File: config.mk
export PLATFORM = sky130hd
export DESIGN_NAME = icmp_filter_receive_ring_flat
export DESIGN_NICKNAME = d
export VERILOG_FILES = /design/src/rtl/core/icmpfr_pkg.sv /design/src/rtl/core/icmpfr_if.sv /design/src/rtl/core/icmp_filter_receive_ring.sv /design/src/flat_wrapper.sv
export SDC_FILE = /design/constraint.sdc
export NUM_CORES = 2
export LEC_CHECK = 0
export BUFFER_PORTS_ARGS = -buffer_cell sky130_fd_sc_hd__buf_2
export CORE_UTILIZATION = 50
export CTS_BUF_LIST = sky130_fd_sc_hd__clkbuf_2
export DETAILED_ROUTE_END_ITERATION = 10
export PLACE_DENSITY = 0.68
export SYNTH_ARGS = -nofsm -noshare
export SYNTH_HDL_FRONTEND = slang
export SYNTH_SLANG_ARGS = --single-unit
File: constraint.sdc
create_clock -name clk_i -period 24.7 [get_ports clk_i]
set_input_delay 3.705 -clock clk_i [delete_from_list [all_inputs] [get_ports clk_i]]
set_output_delay 3.705 -clock clk_i [all_outputs]
set_load 0.1 [all_outputs]
File: src/rtl/core/icmpfr_pkg.sv
// Shared types, constants and codes of the ICMP filter receive ring.
package icmpfr_pkg;

  // Sizing of the block
  localparam int unsigned Rules     = 4;
  localparam int unsigned RingDepth = 16;
  localparam int unsigned ByteLimit = 32768;
  localparam int unsigned MaxPacket = 32768;

  // Header length thresholds for the compared fields
  localparam int unsigned HdrCodeMin = 2;
  localparam int unsigned HdrIdMin   = 6;
  localparam int unsigned HdrSeqMin  = 8;

  // Field widths
  localparam int unsigned LenW     = 16;
  localparam int unsigned AddrW    = 32;
  localparam int unsigned ScopeW   = 8;
  localparam int unsigned TypeW    = 8;
  localparam int unsigned CodeW    = 8;
  localparam int unsigned IdW      = 16;
  localparam int unsigned SeqW     = 16;
  localparam int unsigned StatusW  = 3;
  localparam int unsigned RuleW    = 51;
  localparam int unsigned RuleCntW = 3;
  localparam int unsigned CfgIdxW  = 3;
  localparam int unsigned CfgDataW = RuleW;

  // Ring bookkeeping widths
  localparam int unsigned SlotW  = $clog2(RingDepth);
  localparam int unsigned CountW = $clog2(RingDepth + 1);

  // Configuration register indexes
  typedef enum logic [CfgIdxW-1:0] {
    REG_RULE_COUNT = 3'd0,
    REG_RULE_ZERO  = 3'd1,
    REG_RULE_ONE   = 3'd2,
    REG_RULE_TWO   = 3'd3,
    REG_RULE_THREE = 3'd4
  } cfg_reg_e;

  // Command codes
  typedef enum logic {
    CMD_ARRIVE  = 1'b0,
    CMD_DEQUEUE = 1'b1
  } cmd_e;

  // Result status codes
  typedef enum logic [StatusW-1:0] {
    ST_QUEUED   = 3'd0,
    ST_FILTERED = 3'd1,
    ST_FULL     = 3'd2,
    ST_BAD_LEN  = 3'd3,
    ST_DEQUEUED = 3'd4,
    ST_EMPTY    = 3'd5
  } status_e;

  // Filter rule as packed in its register
  typedef struct packed {
    logic            cmp_seq;
    logic            cmp_id;
    logic            cmp_code;
    logic [SeqW-1:0]  seq;
    logic [IdW-1:0]   id;
    logic [CodeW-1:0] code;
    logic [TypeW-1:0] mtype;
  } rule_t;

  // One stored descriptor
  typedef struct packed {
    logic [LenW-1:0]   len;
    logic [AddrW-1:0]  source;
    logic [ScopeW-1:0] scope;
  } entry_t;

  // Registered request beat
  typedef struct packed {
    logic              command;
    logic [LenW-1:0]   pkt_len;
    logic [TypeW-1:0]  msg_type;
    logic [CodeW-1:0]  msg_code;
    logic [IdW-1:0]    msg_id;
    logic [SeqW-1:0]   msg_seq;
    logic [AddrW-1:0]  source_address;
    logic [ScopeW-1:0] arrival_scope;
  } req_t;

  // Registered result beat
  typedef struct packed {
    logic [StatusW-1:0] status;
    logic [LenW-1:0]    out_len;
    logic [AddrW-1:0]   out_source;
    logic [ScopeW-1:0]  out_scope;
    logic [LenW-1:0]    queued_bytes;
    logic [CountW-1:0]  queued_count;
  } res_t;

endpackage

File: src/rtl/core/icmpfr_if.sv
// Request and result channel interfaces of the ICMP filter receive ring.
interface icmpfr_req_if;
  logic                          valid;
  logic                          ready;
  logic                          command;
  logic [icmpfr_pkg::LenW-1:0]   pkt_len;
  logic [icmpfr_pkg::TypeW-1:0]  msg_type;
  logic [icmpfr_pkg::CodeW-1:0]  msg_code;
  logic [icmpfr_pkg::IdW-1:0]    msg_id;
  logic [icmpfr_pkg::SeqW-1:0]   msg_seq;
  logic [icmpfr_pkg::AddrW-1:0]  source_address;
  logic [icmpfr_pkg::ScopeW-1:0] arrival_scope;

  modport source (
    output valid, command, pkt_len, msg_type, msg_code, msg_id, msg_seq,
           source_address, arrival_scope,
    input  ready
  );
  modport sink (
    input  valid, command, pkt_len, msg_type, msg_code, msg_id, msg_seq,
           source_address, arrival_scope,
    output ready
  );
endinterface

interface icmpfr_res_if;
  logic                           valid;
  logic                           ready;
  logic [icmpfr_pkg::StatusW-1:0] status;
  logic [icmpfr_pkg::LenW-1:0]    out_len;
  logic [icmpfr_pkg::AddrW-1:0]   out_source;
  logic [icmpfr_pkg::ScopeW-1:0]  out_scope;
  logic [icmpfr_pkg::LenW-1:0]    queued_bytes;
  logic [icmpfr_pkg::CountW-1:0]  queued_count;

  modport source (
    output valid, status, out_len, out_source, out_scope, queued_bytes, queued_count,
    input  ready
  );
  modport sink (
    input  valid, status, out_len, out_source, out_scope, queued_bytes, queued_count,
    output ready
  );
endinterface

File: src/rtl/core/icmp_filter_receive_ring.sv
// Top level of the ICMP filter receive ring: filter, descriptor ring and result register.
//
// Each request beat is either a packet arrival or a dequeue, and gives exactly one result
// beat. Arrivals are checked for length, matched against up to four rules in parallel and
// then admitted into a 16-entry descriptor ring bounded also by 32768 held bytes; a dequeue
// returns the oldest descriptor or an empty status. The block sustains one beat per cycle
// while the result side accepts; a held result stalls the input register. A beat is
// captured in an input register and then resolved into the result register. The user is
// to write rules and the rule count through the configuration port while the block is
// idle; the block itself does not enforce this. No clearing pass runs after reset.
module icmp_filter_receive_ring (
  input  logic                        clk_i,
  input  logic                        rst_ni,
  input  logic                        cfg_we_i,
  input  logic [icmpfr_pkg::CfgIdxW-1:0]  cfg_idx_i,
  input  logic [icmpfr_pkg::CfgDataW-1:0] cfg_data_i,
  icmpfr_req_if.sink                  req_i,
  icmpfr_res_if.source                res_o
);
  import icmpfr_pkg::*;

  // Configuration
  logic [RuleCntW-1:0] rule_count_q;
  rule_t               rules_q [Rules];

  // Input stage
  logic req_valid_q;
  req_t req_q;

  // Result stage
  logic res_valid_q;
  res_t res_q, res_d;

  // Ring state
  entry_t            entry_q [RingDepth];
  logic [SlotW-1:0]  rd_slot_q, rd_slot_d;
  logic [SlotW-1:0]  wr_slot_q, wr_slot_d;
  logic [CountW-1:0] held_q, held_d;
  logic [LenW-1:0]   bytes_q, bytes_d;
  logic              store_en;

  logic advance;

  // Handshake: the input register refills whenever its beat moves on
  assign advance       = req_valid_q && (!res_valid_q || res_o.ready);
  assign req_i.ready   = !req_valid_q || advance;

  // Hold configuration writes
  always_ff @(posedge clk_i or negedge rst_ni) begin
    if (!rst_ni) begin
      rule_count_q <= '0;
      for (int i = 0; i < Rules; i++) begin
        rules_q[i] <= '0;
      end
    end else if (cfg_we_i) begin
      if (cfg_idx_i == REG_RULE_COUNT) begin
        rule_count_q <= cfg_data_i[RuleCntW-1:0];
      end
      for (int i = 0; i < Rules; i++) begin
        if (cfg_idx_i == CfgIdxW'(i + 1)) begin
          rules_q[i] <= rule_t'(cfg_data_i);
        end
      end
    end
  end

  // Capture the request beat
  always_ff @(posedge clk_i or negedge rst_ni) begin
    if (!rst_ni) begin
      req_valid_q <= 1'b0;
    end else if (req_i.ready) begin
      req_valid_q <= req_i.valid;
    end
  end

  always_ff @(posedge clk_i) begin
    if (req_i.ready && req_i.valid) begin
      req_q.command        <= req_i.command;
      req_q.pkt_len        <= req_i.pkt_len;
      req_q.msg_type       <= req_i.msg_type;
      req_q.msg_code       <= req_i.msg_code;
      req_q.msg_id         <= req_i.msg_id;
      req_q.msg_seq        <= req_i.msg_seq;
      req_q.source_address <= req_i.source_address;
      req_q.arrival_scope  <= req_i.arrival_scope;
    end
  end

  // Rule matching, all rules in parallel
  logic [RuleCntW-1:0] active_cnt;
  logic [Rules-1:0]    rule_hit;
  logic                bad_len;
  logic                ring_full;
  logic [LenW:0]       bytes_sum;
  entry_t              head;

  assign active_cnt = (rule_count_q > RuleCntW'(Rules)) ? RuleCntW'(Rules) : rule_count_q;

  always_comb begin
    for (int i = 0; i < Rules; i++) begin
      rule_hit[i] = (RuleCntW'(i) < active_cnt)
                 && (rules_q[i].mtype == req_q.msg_type)
                 && (!rules_q[i].cmp_code
                     || (req_q.pkt_len >= LenW'(HdrCodeMin)
                         && rules_q[i].code == req_q.msg_code))
                 && (!rules_q[i].cmp_id
                     || (req_q.pkt_len >= LenW'(HdrIdMin)
                         && rules_q[i].id == req_q.msg_id))
                 && (!rules_q[i].cmp_seq
                     || (req_q.pkt_len >= LenW'(HdrSeqMin)
                         && rules_q[i].seq == req_q.msg_seq));
    end
  end

  assign bad_len   = (req_q.pkt_len == '0)
                  || ({1'b0, req_q.pkt_len} > (LenW + 1)'(MaxPacket))
                  || ({1'b0, req_q.pkt_len} > (LenW + 1)'(ByteLimit));
  assign bytes_sum = {1'b0, bytes_q} + {1'b0, req_q.pkt_len};
  assign ring_full = (held_q >= CountW'(RingDepth))
                  || (bytes_sum > (LenW + 1)'(ByteLimit));
  assign head      = entry_q[rd_slot_q];

  // Resolve the beat against the ring
  always_comb begin
    rd_slot_d = rd_slot_q;
    wr_slot_d = wr_slot_q;
    held_d    = held_q;
    bytes_d   = bytes_q;
    store_en  = 1'b0;
    res_d     = '0;
    res_d.status = ST_EMPTY;

    if (req_q.command == CMD_ARRIVE) begin
      priority if (bad_len) begin
        res_d.status = ST_BAD_LEN;
      end else if (active_cnt != '0 && rule_hit == '0) begin
        res_d.status = ST_FILTERED;
      end else if (ring_full) begin
        res_d.status = ST_FULL;
      end else begin
        res_d.status = ST_QUEUED;
        store_en     = 1'b1;
        wr_slot_d    = wr_slot_q + 1'b1;
        held_d       = held_q + 1'b1;
        bytes_d      = bytes_sum[LenW-1:0];
      end
    end else if (held_q == '0) begin
      res_d.status = ST_EMPTY;
    end else begin
      res_d.status     = ST_DEQUEUED;
      res_d.out_len    = head.len;
      res_d.out_source = head.source;
      res_d.out_scope  = head.scope;
      rd_slot_d        = rd_slot_q + 1'b1;
      held_d           = held_q - 1'b1;
      bytes_d          = (bytes_q >= head.len) ? (bytes_q - head.len) : '0;
    end

    res_d.queued_bytes = bytes_d;
    res_d.queued_count = held_d;
  end

  // Advance ring pointers and totals
  always_ff @(posedge clk_i or negedge rst_ni) begin
    if (!rst_ni) begin
      rd_slot_q <= '0;
      wr_slot_q <= '0;
      held_q    <= '0;
      bytes_q   <= '0;
    end else if (advance) begin
      rd_slot_q <= rd_slot_d;
      wr_slot_q <= wr_slot_d;
      held_q    <= held_d;
      bytes_q   <= bytes_d;
    end
  end

  // Store the admitted descriptor
  always_ff @(posedge clk_i) begin
    if (advance && store_en) begin
      entry_q[wr_slot_q] <= '{len:    req_q.pkt_len,
                              source: req_q.source_address,
                              scope:  req_q.arrival_scope};
    end
  end

  // Result register
  always_ff @(posedge clk_i or negedge rst_ni) begin
    if (!rst_ni) begin
      res_valid_q <= 1'b0;
    end else if (advance) begin
      res_valid_q <= 1'b1;
    end else if (res_o.ready) begin
      res_valid_q <= 1'b0;
    end
  end

  always_ff @(posedge clk_i) begin
    if (advance) begin
      res_q <= res_d;
    end
  end

  assign res_o.valid        = res_valid_q;
  assign res_o.status       = res_q.status;
  assign res_o.out_len      = res_q.out_len;
  assign res_o.out_source   = res_q.out_source;
  assign res_o.out_scope    = res_q.out_scope;
  assign res_o.queued_bytes = res_q.queued_bytes;
  assign res_o.queued_count = res_q.queued_count;

  // Ring never holds more entries or bytes than its bounds
  a_held_bound: assert property (@(posedge clk_i) disable iff (!rst_ni)
    held_q <= CountW'(RingDepth))
    else $error("ring entry count above depth");

  a_bytes_bound: assert property (@(posedge clk_i) disable iff (!rst_ni)
    {1'b0, bytes_q} <= (LenW + 1)'(ByteLimit))
    else $error("ring byte total above limit");

  // An empty ring holds no bytes
  a_empty_bytes: assert property (@(posedge clk_i) disable iff (!rst_ni)
    held_q == '0 |-> bytes_q == '0)
    else $error("empty ring with bytes held");

  // Write slot leads read slot by the entry count
  a_slot_gap: assert property (@(posedge clk_i) disable iff (!rst_ni)
    wr_slot_q == SlotW'(rd_slot_q + held_q[SlotW-1:0]))
    else $error("ring pointers disagree with entry count");

endmodule

File: src/flat_wrapper.sv
// flat-port wrapper written by rule: the top's interface ports become plain ports
module icmp_filter_receive_ring_flat import icmpfr_pkg::*;
  (clk_i, rst_ni, cfg_we_i, cfg_idx_i, cfg_data_i, req_i_valid, req_i_command, req_i_pkt_len, req_i_msg_type, req_i_msg_code, req_i_msg_id, req_i_msg_seq, req_i_source_address, req_i_arrival_scope, req_i_ready, res_o_valid, res_o_status, res_o_out_len, res_o_out_source, res_o_out_scope, res_o_queued_bytes, res_o_queued_count, res_o_ready);
  icmpfr_req_if req_i_i ();
  icmpfr_res_if res_o_i ();
  input  logic clk_i;
  input  logic rst_ni;
  input  logic cfg_we_i;
  input  logic [icmpfr_pkg::CfgIdxW-1:0] cfg_idx_i;
  input  logic [icmpfr_pkg::CfgDataW-1:0] cfg_data_i;
  input wire logic [$bits(req_i_i.valid)-1:0] req_i_valid;
  input wire logic [$bits(req_i_i.command)-1:0] req_i_command;
  input wire logic [$bits(req_i_i.pkt_len)-1:0] req_i_pkt_len;
  input wire logic [$bits(req_i_i.msg_type)-1:0] req_i_msg_type;
  input wire logic [$bits(req_i_i.msg_code)-1:0] req_i_msg_code;
  input wire logic [$bits(req_i_i.msg_id)-1:0] req_i_msg_id;
  input wire logic [$bits(req_i_i.msg_seq)-1:0] req_i_msg_seq;
  input wire logic [$bits(req_i_i.source_address)-1:0] req_i_source_address;
  input wire logic [$bits(req_i_i.arrival_scope)-1:0] req_i_arrival_scope;
  output wire logic [$bits(req_i_i.ready)-1:0] req_i_ready;
  output wire logic [$bits(res_o_i.valid)-1:0] res_o_valid;
  output wire logic [$bits(res_o_i.status)-1:0] res_o_status;
  output wire logic [$bits(res_o_i.out_len)-1:0] res_o_out_len;
  output wire logic [$bits(res_o_i.out_source)-1:0] res_o_out_source;
  output wire logic [$bits(res_o_i.out_scope)-1:0] res_o_out_scope;
  output wire logic [$bits(res_o_i.queued_bytes)-1:0] res_o_queued_bytes;
  output wire logic [$bits(res_o_i.queued_count)-1:0] res_o_queued_count;
  input wire logic [$bits(res_o_i.ready)-1:0] res_o_ready;
  assign req_i_i.valid = req_i_valid;
  assign req_i_i.command = req_i_command;
  assign req_i_i.pkt_len = req_i_pkt_len;
  assign req_i_i.msg_type = req_i_msg_type;
  assign req_i_i.msg_code = req_i_msg_code;
  assign req_i_i.msg_id = req_i_msg_id;
  assign req_i_i.msg_seq = req_i_msg_seq;
  assign req_i_i.source_address = req_i_source_address;
  assign req_i_i.arrival_scope = req_i_arrival_scope;
  assign req_i_ready = req_i_i.ready;
  assign res_o_valid = res_o_i.valid;
  assign res_o_status = res_o_i.status;
  assign res_o_out_len = res_o_i.out_len;
  assign res_o_out_source = res_o_i.out_source;
  assign res_o_out_scope = res_o_i.out_scope;
  assign res_o_queued_bytes = res_o_i.queued_bytes;
  assign res_o_queued_count = res_o_i.queued_count;
  assign res_o_i.ready = res_o_ready;
  icmp_filter_receive_ring u_core (.clk_i(clk_i), .rst_ni(rst_ni), .cfg_we_i(cfg_we_i), .cfg_idx_i(cfg_idx_i), .cfg_data_i(cfg_data_i), .req_i(req_i_i), .res_o(res_o_i));
endmodule
=== Word-level counts from Yosys, hierarchy flattened ===
Memory sizes are Yosys's and may differ from the RTL's.
Index checks and enable logic that the tools add are counted.

* Add/sub/neg operators: 6
* Bitwise operators: 5
* Multiplexer cells: 25
* Divide/modulo/power cells: 0
* $mul: 0
* Equal/unequal tests: 20
* Shifts and indexed selects: 0
* Magnitude comparators: 12
* Reduce and logical (&&, ||, !) cells: 77

{| class="wikitable"
|+ Operator list
! kind !! number
|-
| == test 16 bit || 8
|-
| 2-to-1 mux 16 bit || 6
|-
| == test 8 bit || 8
|-
| logical AND 1 bit || 32
|-
| 2-to-1 mux 5 bit || 5
|-
| adder 16 x 16 -> 17 bit || 1
|-
| > comparator 17 x 16 -> 1 bit, second input constant || 1
|-
| logical OR 1 bit || 17
|-
| greater-or-equal comparator 16 bit || 1
|-
| greater-or-equal comparator 16 x 2 -> 1 bit, second input constant || 1
|-
| greater-or-equal comparator 16 x 3 -> 1 bit, second input constant || 1
|-
| greater-or-equal comparator 16 x 4 -> 1 bit, second input constant || 1
|-
| > comparator 16 bit, second input constant || 1
|-
| zero test 16 bit || 1
|-
| subtractor 16 bit || 1
|-
| zero test 1 bit || 14
|-
| 2-to-1 mux 3 bit || 4
|-
| AND reduction 2 bit || 5
|-
| 2-to-1 mux 1 bit || 9
|-
| adder 4 x 1 -> 4 bit, second input constant || 2
|-
| == test 3 x 2 -> 1 bit, second input constant || 2
|-
| < comparator 1 x 3 -> 1 bit, first input constant || 2
|-
| < comparator 2 x 3 -> 1 bit, first input constant || 2
|-
| adder 5 x 1 -> 5 bit, second input constant || 1
|-
| other kinds (15) || 19
|}

* Logic and storage cells: 195
* Flip-flop bits (word level): 423
* ROM bits: 0
* Memory bits (writable): 896
* Memories kept: 1
* Output and inout bits: 82
* Bits of input ports: 164
* Latch bits: 0

{| class="wikitable"
|+ Memories
! memory !! words !! width !! read ports !! clocked after memory_dff !! write ports !! line !! text
|-
| u_core.entry_q || 16 || 56 || 1 || 0 || 1 || icmp_filter_receive_ring.sv:35 || <nowiki>entry_t entry_q [RingDepth];</nowiki>
|}

=== Depth between registers and ports, before layout ===
* Depth after elaboration: 15
* Gate-level depth with buffers: 17
* Depth with buffers taken out: 14

=== Worst setup path after synthesis ===
Ideal clock, no wire load.

* Kind: in2reg
* From: in res_o_ready
* To: mem u_core.entry_q[3][0] (netlist name) (enable)
* Path slack: 14.216 ns
* Required time: 24.090 ns
* Cell stages on the path: 6
* Library setup time: 0.610 ns
* Data arrival time: 9.874 ns
* Buffers on the path: 0
* Cells stage by stage: nand2b_1 -> nand2_1 -> inv_2 -> nand2_1 -> nor3_4 -> nor4bb_1

* Cells in the longest elaborated chain, start to end: 5

{| class="wikitable"
|+ RTL lines
! item !! line !! text
|-
| start: declaration || flat_wrapper.sv:28 || <nowiki>input wire logic [$bits(res_o_i.ready)-1:0] res_o_ready;</nowiki>
|-
| logical OR 1 bit || icmp_filter_receive_ring.sv:45 || <nowiki>assign advance = req_valid_q && (!res_valid_q || res_o.ready);</nowiki>
|-
| logical AND 1 bit || icmp_filter_receive_ring.sv:45 ||
|-
| logical AND 1 bit || icmp_filter_receive_ring.sv:180 || <nowiki>if (advance && store_en) begin</nowiki>
|-
| 2-to-1 mux 1 bit || icmp_filter_receive_ring.sv:180 ||
|-
| 2-to-1 mux 1 bit (implied by the code) || icmp_filter_receive_ring.sv:181 || <nowiki>entry_q[wr_slot_q] <= '{len: req_q.pkt_len,</nowiki>
|-
| end: declaration || icmp_filter_receive_ring.sv:35 ||
|}

Every way passes these cells.

=== Worst setup path in the final report ===
* From: in res_o_ready
* To: out req_i_ready

* Cells in the longest elaborated chain, start to end: 3

{| class="wikitable"
|+ RTL lines
! item !! line !! text
|-
| logical OR 1 bit || icmp_filter_receive_ring.sv:45 ||
|-
| logical AND 1 bit || icmp_filter_receive_ring.sv:45 ||
|-
| logical OR 1 bit || icmp_filter_receive_ring.sv:46 || <nowiki>assign req_i.ready = !req_valid_q || advance;</nowiki>
|-
| end: declaration || flat_wrapper.sv:20 || <nowiki>output wire logic [$bits(req_i_i.ready)-1:0] req_i_ready;</nowiki>
|}

Every way passes these cells.

==> reports/metrics.csv <==
stage,metric,value,unit
synthesis,cell taking the most area after synthesis,edfxtp_1,
floorplanning,Die Ht,330,um
synthesis,Synth warnings,0,
floorplanning,Rows,119,
timing,Final WS setup,16610,ps
detailed_routing,Pre-Repair DR Iteration Count,5,
critical_path,Startpoint Class,input port,
detailed_routing,initial DRC count,2160,
power_and_ir_drop,Cell Pwr Density,105,nW/um^2
synthesis,share of the synthesized area in the top cell type,60.3,%
detailed_routing,Avg Vias per Cell,5.75,
power_and_ir_drop,peak supply drop,0.0910,mV
final_layout,area of the multi-input gates,14800,um^2
grt,first-pass GRT wire length,181000,um
run,MaxCap Viol Count,0,
floorplanning,Top-Level Pins,246,
clock_tree,"Reg clk slew, reported paths",90,ps
detailed_routing,final WL,119000,um
synthesis,register bit total from synthesis,1319,
synthesis,Post-synth ARST share,18.0,%
grt,largest net degree at the start of global routing,171,
placement,port bufs,245,
timing,Max Freq,0.124,GHz
detailed_routing,Final ANT Viol Nets,0,
timing,Final setup viols,0,
synthesis,Synth Flop Type,edfxtp_1,
synthesis,mux share of post-synthesis cell area,16.3,%
power_and_ir_drop,Lkg Pwr,21.2,nW
synthesis,Post-Synthesis Cells,2792,
timing,Worst Skew,172,ps
critical_path,worst path required time,21000,ps
synthesis,top-count cell post-synth,edfxtp_1,
clock_tree,clock tree root buffer cell,clkbuf_2,
critical_path,crit end category,output pin,
timing,minimum period implied by the final worst setup slack,8090,ps
critical_path,r2r setup slk,18000,ps
clock_tree,setup repair bufs after CTS,0,
synthesis,xor-xnor portion of the synthesized cell area,3.55,%
clock_tree,clk_lat worst skew,1540,ps
synthesis,"share of synthesized cell area in and, or, nand and nor gates",3.57,%
floorplanning,Initial Utilization,50.8,%
synthesis,largest family of logic cells by synthesized area,multiplexers,
final_layout,Synth-to-Final Area Change,11.1,%
clock_tree,Post-CTS Hold Buffers,0,
grt,Total GRT Usage,22.2,%
timing,Max Slew Vio Count,0,
synthesis,"top cells by count, synth","1081 x edfxtp_1, 280 x mux4_2, 238 x dfrtp_1",
synthesis,Post-Syn Area,53800,um^2
timing,fin crit share,32.8,%
grt,total grt overflow,0,
grt,antenna violations before repair,16,
final_layout,sequential cell area,38400,um^2
detailed_routing,DRC viols,0,
detailed_routing,DR WL/cell,24.1,um
critical_path,critical path class,in -> out,
synthesis,Post-synth EDFFs,1081,
final_layout,fin util,56.4,%
placement,global placement routability congestion,0.882,
timing,Final Hold Viols,0,
timing,Worst Max-Slew Pin Slew,1200,ps
final_layout,Filler cells,8229,
floorplanning,die width,330,um
synthesis,post-synthesis compound-gate area fraction,2.96,%
clock_tree,Clock Tree Buf Depth,4,
floorplanning,full die area,109000,um^2
final_layout,Final nets,3484,
clock_tree,total CTS buffers,343,
synthesis,adder-cell share of the synthesized area,0.981,%
worst_hold_path,Hold Crit Class,reg -> reg,
floorplanning,core area,106000,um^2
placement,hpwl dp,68700,um
synthesis,Synth cell types,89,
synthesis,Syn Nets,2997,
synthesis,sequential-to-total area share from yosys stat,71.4,%
clock_tree,CTS resizes,0,
final_layout,layout cells sized above 1,37.9,%
detailed_routing,via count,28300,
timing,Total Neg Setup Slack,0,ps
clock_tree,clock tree sinks,1319,
synthesis,top area cells in the synthesized netlist,"edfxtp_1 60%, mux4_2 12%, dfrtp_1 11%",
clock_tree,CTS H-tree lvls,5,
critical_path,CP Data Arrival Time,4380,ps
synthesis,Synth Area per Inst,19.3,um^2
timing,RSZ-0062 raised after global routing,no,
critical_path,CP max FO,3,
status,outcome,"finished, final reports clean",
timing,Slew headroom,20.1,%
grt,vias in the first global route,30600,
clock_tree,CTS tree,yes,
placement,Place WS,16630,ps
-- cell families after synthesis --
kind of cell             count (synthesis)
adder cells (fa/ha/maj)                 41
AO/OA/AOI/OAI                          214
XOR/XNOR                               218
AND/OR/NAND/NOR                        333
buffers and inverters                  169
multiplexers                           498
flip-flops                            1319
-- through the flow --
stage | instances | instance area, um^2 | hold WS (ps) | total power [mW]
6_report | 4924 | 59800 | 517 | 6.30
5_1_grt | 4922 | 59800 | 527 | 6.62
4_1_cts | 4913 | 59800 | 520 | 6.36
3_5_place_dp | 4325 | 56600 | 494 | 4.86
3_3_place_gp | 4325 | 56600 | 480 | 4.82
2_1_floorplan | 2792 | 53800 | 424 | 4.35
-- sequential cells by signal, summed over array words and instances, names as in the netlist --
| register | flops |
|---|---|
| u_core.res_o.out_scope | 8 |
| u_core.res_o.out_len | 16 |
| u_core.res_o.status | 3 |
| u_core.held_q | 5 |
| u_core.res_o.queued_bytes | 16 |
| u_core.res_o.queued_count | 5 |
| u_core.rule_count_q | 3 |
| u_core.req_q | 105 |
| u_core.entry_q | 896 |
| u_core.rules_q | 204 |
| u_core.rd_slot_q | 4 |
| u_core.res_o.out_source | 32 |
| u_core.wr_slot_q | 4 |
| u_core.res_o.valid | 1 |
| u_core.bytes_q | 16 |
| u_core.req_valid_q | 1 |
-- cell usage in the layout, fill, tap and decap left out, types with 13 or more instances in the layout --
cell type,instances
a211oi_1,14
a21oi_1,27
buf_2,244
buf_4,34
clkbuf_2,479
clkinv_1,74
clkinv_2,17
dfrtp_1,234
edfxtp_1,1081
ha_1,39
inv_1,30
mux2_2,214
mux4_2,280
nand2_1,38
nand3_1,21
nand4_1,31
nor2_1,62
nor2b_1,49
nor3_1,18
nor4_1,45
o211ai_1,13
o21ai_0,39
o311a_1,16
xnor2_1,60
xor2_1,158
-- where the power goes --
| part | leakage [nW] | internal [mW] | switching (mW) | total, mW |
|---|---|---|---|---|
| clock network | 2.34 | 0.637 | 0.855 | 1.49 |
| logic | 6.18 | 0.880 | 1.13 | 2.01 |
| registers | 12.7 | 2.58 | 0.213 | 2.80 |
-- final cells by class --
class	count	area share, %
multi-input cells	1304	24.8
clock inverters	109	1.23
flip-flops and latches	1319	64.3
clock buffers	479	4.01
diodes	11	0.0460
repair buffers	280	2.53
inverters	31	0.199
well taps	1391	2.91
-- worst max-delay path, stage by stage --
cell and delay [ps]:
buf_2 90, nand3b_1 140, buf_2 450
-- path summary, 6_finish.rpt --
check	start	end	cells past startpoint
worst max-delay path	res_o_ready	req_i_ready	3
worst max register to register	u_core.rd_slot_q[0]$_DFFE_PN0P_	u_core.bytes_q[8]$_DFFE_PN0P_	16
min in group asynchronous	rst_ni	u_core.rules_q[80]$_DFFE_PN0P_	1
worst min register to register	u_core.rules_q[100]$_DFFE_PN0P_	u_core.rules_q[100]$_DFFE_PN0P_	1
worst min-delay path	u_core.rules_q[100]$_DFFE_PN0P_	u_core.rules_q[100]$_DFFE_PN0P_	1
max in group asynchronous	rst_ni	u_core.rules_q[117]$_DFFE_PN0P_	2
-- per-layer routing --
| metal | track usage, % | wire length, um |
|---|---|---|
| met5 | 0 | 90 |
| met4 | 8.52 | 2870 |
| met3 | 4.55 | 6300 |
| met2 | 37.4 | 61100 |
| met1 | 28.4 | 48500 |
(Power assumes the default switching activity.)
